**config.mk**
```make
export PLATFORM = sky130hd
export DESIGN_NAME = lpc_ram
export DESIGN_NICKNAME = d
export VERILOG_FILES = /design/src/hdl/lpc_ram.sv
export SDC_FILE = /design/constraint.sdc
export NUM_CORES = 1
export LEC_CHECK = 0
export ABC_AREA = 1
export BUFFER_PORTS_ARGS = -buffer_cell sky130_fd_sc_hd__buf_4
export CORE_ASPECT_RATIO = 0.9
export CORE_MARGIN = 2
export CORE_UTILIZATION = 40
export CTS_BUF_LIST = sky130_fd_sc_hd__clkbuf_8
export DETAILED_ROUTE_END_ITERATION = 7
export SLEW_MARGIN = 10
export SYNTH_ARGS = -nofsm -noshare
export SYNTH_HDL_FRONTEND = slang
export SYNTH_SLANG_ARGS = --single-unit
```
**constraint.sdc**
```tcl
create_clock -name i_clk -period 1.6 [get_ports i_clk]
set_input_delay 0 -clock i_clk [delete_from_list [all_inputs] [get_ports i_clk]]
set_output_delay 0 -clock i_clk [all_outputs]
set_load 0.02 [all_outputs]
```
**src/hdl/lpc_ram.sv**
```systemverilog
`default_nettype none
module lpc_ram #(
    parameter int WIDTH = 8,
    parameter int DEPTH = 64
) (
    input  wire logic                     i_clk,
    input  wire logic                     i_we,
    input  wire logic [$clog2(DEPTH)-1:0] i_waddr,
    input  wire logic [WIDTH-1:0]         i_wdata,
    input  wire logic [$clog2(DEPTH)-1:0] i_raddr,
    output logic      [WIDTH-1:0]         o_rdata
);
    logic [WIDTH-1:0] r_mem [DEPTH];

    always_ff @(posedge i_clk) begin
        if (i_we) begin
            r_mem[i_waddr] <= i_wdata;
        end
        o_rdata <= r_mem[i_raddr];
    end
endmodule
`default_nettype wire

```
==> summary.md <==
| Metric | Value |
|---|---|
| Slack of the critical path | roughly 0.1 ns |
| Starting density of the core | 0.404 |
| CTS clock-pin slew for the worst setup and hold paths | roughly 0.06 ns |
| Number of flops mapped to enable cells by yosys | roughly 500 |
| Worst hold slack across all endpoints | about 0.077 ns |
| Post-synth top flop | edfxtp_1 |
| Pint | 21.7 mW |
| R2R Path Start | r_mem[63][3] |
| Overall routing resource usage | 0.207 |
| Sw power | roughly 6.7 mW |
| Unrepaired setup endpoints after global routing | false |
| Part of the cycle the worst path needs | 0.938 |
| Status | finished clean |
| Bufs on Longest Clock Path | 3 |
| Chip Height | roughly 220 µm |
| Synthesized area divided by synthesized cell count | 11.8 µm² |
| Layout overhead on the synthesized area | 15.9% |
| Max FO, Critical Path | 7 |
| Kind of critical path | primary input to register |
| Hold path startpoint | i_we |
| Max-slew headroom at the worst pin | 0.661 |
| Reg2reg end | o_rdata[3] |
| Tmin final | approximately 1.5 ns |
| Count of boundary I/O pins | 30 |
| Transition time of the tightest slew-check pin | 0.508 ns |
| Final setup TNS | 0 ns |
| CTS root buf | clkbuf_8 |
| YS warnings | 0 |
| Final number of hold-violating endpoints | 0 |
| Setup crit start kind | primary input |
| Required time at the worst-slack endpoint | approximately 2.0 ns |
| Count of clock tree sinks | 520 |
| Vias in the first global route | between 10000 and 15000 |
| Sum of overflow across all layers after global routing | 0 |
| Via count | 14346 |
| Global-route wire length before repair | around 85000 µm |
| Clk network pwr share | 0.397 |
| Max-cap check violation count | 0 |
| Detailed-placement wirelength estimate | approximately 34000 µm |
| Leakage dissipation | roughly 9.1 nW |
| DRC violations left | 0 |
| Switching share of power | 0.236 |
| TritonCTS buffer count | 84 |
| Fraction of layout instances using a drive strength above 1 | 0.133 |
| Portion of total power attributed to combinational logic | 0.071 |
| Antenna Cells | 0 |
| CTS tree | built |
| Critical path endpoint category | register |
| Clk_lat worst skew | between 0.6 and 0.7 ns |
| Layout Nets | between 1500 and 2000 |
| Nets in the synthesized netlist | 1827 |
| Hold Crit Depth | 4 |
| Pin count of the biggest net entering global routing | 73 |
| Number of setup violations in the final report | 0 |
| Number of buffers inserted to repair setup after CTS | 0 |
| Async SR Flop Fraction | 0 |
| Worst Hold End | r_mem[38][5] |
| Instance count of the mapped netlist | between 1500 and 2000 |
| Total chip power | 28.4 mW |
| Placement-stage worst setup slack | 0.0797 ns |
| Number of buffers inserted by port buffering | 29 |
| Number of DRC violations after detailed-routing iteration 0 | roughly 1600 |
| H-tree depth | 3 |
| Depth of the worst register-to-register path | 8 |
| Final antenna-violating net count | 0 |
| Crit-path max cell delay | approximately 0.63 ns |
| Total wire length after detailed routing | between 50000 and 60000 µm |
| Number of fill cells in the layout | ~4800 |
| Type of the most critical hold path | primary input to register |
| Avg WL per Cell | 20.8 µm |
| Router iterations before antenna repair | 6 |
| Synthesized area | 0.0213 mm² |
| Register share of total power | 0.532 |
| Row count | 80 |
| Cells traversed along the worst timing path | dlygate4sd3_1 -> buf_4 -> nand3_1 -> dlygate4sd3_1 -> nor2_1 -> buf_4 |
| Floorplan Core Area | ~0.053 mm² |
| Register area share after synthesis | 0.728 |
| Data arrival time of the worst path | roughly 1.9 ns |
| Achievable Freq | 667 MHz |
| Detailed-route vias per instance | roughly 5.3 |
| Die width | about 250 µm |
| Post-synthesis cell type count | 16 |
| DIE AREA | 0.0552 mm² |
| Register bit total from synthesis | 520 |
| Power per cell area | 1150 mW/mm² |
| CP max stage cell | dlygate4sd3_1 |
| Total count of max-transition violations in the final report | 0 |
| Maximum resistive drop on vdd | approximately 0.64 mV |
| Setup skew after layout | ~0.019 ns |
| Number of antenna violations at the first check in global routing | 0 |
| Post-cts sizing count | 0 |
| GP Congestion | 0.900 |
| Register-to-Register Setup Slack | 0.27 ns |
flip-flops by register name, indices dropped and copies added, names as in the netlist:
signal and flops:
r_mem 512, o_rdata 8
metal layers:
metal / vias to the layer above / routed length [µm] / GRT usage
met5: - / 0 / 0
met4: 0 / 1360 / 0.0653
met3: 95 / 4260 / 0.0355
met2: 581 / 25700 / 0.310
met1: 7023 / 25100 / 0.309
li1: 6647 / - / -
worst max-delay path, delay by kind of cell:
kind / cells / cell delay, ns
buf+inv: 4 / 1.52
simple gates: 2 / 0.34
cells by family (layout without fill, tap and decap cells):
group,Yosys count,count (layout),share of synthesized area
flops,520,520,0.728
buf+inv,125,334,0.0402
simple gates,1160,1160,0.232
repair_timing:
action / in CTS / in global routing
endpoints found under the setup margin: 0 / 0
hold endpoints to repair: 550 / 0
hold buffers: 17 / 0
layout by cell type, fill, tap and decap left out, types with 2 or more instances in the layout:
cell type and instances:
nand2_1 648, edfxtp_1 512, nand3_1 439, buf_4 125
clkbuf_8 92, nor2_1 56, inv_1 28, buf_12 28
clkinv_1 21, dlygate4sd3_1 17, clkinv_2 12, nand4_1 9
nor4_1 8, dfxtp_1 8, bufinv_16 5, clkinvlp_4 2
cell type report:
cell class	count	area, µm²	share of cell area
Multi-Input combinational cell	1160	4950	0.200
Timing Repair Buffer	171	1680	0.0681
Sequential cell	520	15500	0.628
Tap cell	697	872	0.0353
Clock buffer	91	1250	0.0507
Inverter	12	55.1	0.00223
Clock inverter	60	384	0.0155
per-stage QoR:
stage | instance area [µm²] | instances | utilization
final | 24700 | 2711 | 0.468
after global routing | 24700 | 2711 | 0.468
after CTS | 24700 | 2711 | 0.468
after detailed placement | 22900 | 2543 | 0.434
after global placement | 22900 | 2543 | 0.434
after floorplan | 21300 | 1805 | -
Yosys cell counts (2+ instances only):
cell | instances | area share
clkbuf_1 | 15 | 0.0026
nor2_1 | 56 | 0.0099
buf_8 | 2 | 0.0014
nand4_1 | 9 | 0.0026
nand3_1 | 439 | 0.10
buf_4 | 14 | 0.0049
nor4_1 | 8 | 0.0023
nand2_1 | 648 | 0.11
edfxtp_1 | 512 | 0.72
buf_6 | 35 | 0.018
dfxtp_1 | 8 | 0.0075
inv_1 | 10 | 0.0018
buf_1 | 10 | 0.0018
buf_2 | 37 | 0.0087
worst max path at each step:
stage / start / to / slack [ns] / cells past startpoint
floorplan: i_we / r_mem[48][0] / -0.17 / 3
detailed placement: i_raddr[0] / o_rdata[7] / 0.08 / 11
global route: i_waddr[5] / r_mem[38][1] / 0.03 / 6
CTS: i_waddr[5] / r_mem[38][1] / 0.15 / 6
finish: i_waddr[5] / r_mem[38][1] / 0.1 / 6
global placement: i_raddr[0] / o_rdata[7] / 0.10 / 11
power groups by stage:
stage | clock (mW) | combinational [mW] | sequential (mW)
floorplan | 0 | 1.06 | 15.4
global placement | 0 | 1.96 | 15.4
detailed placement | 0 | 1.97 | 15.4
CTS | 11.5 | 2.01 | 15.1
global route | 12.1 | 2.19 | 15.1
finish | 11.3 | 2.01 | 15.1
Power figures use the tool's default switching activity.
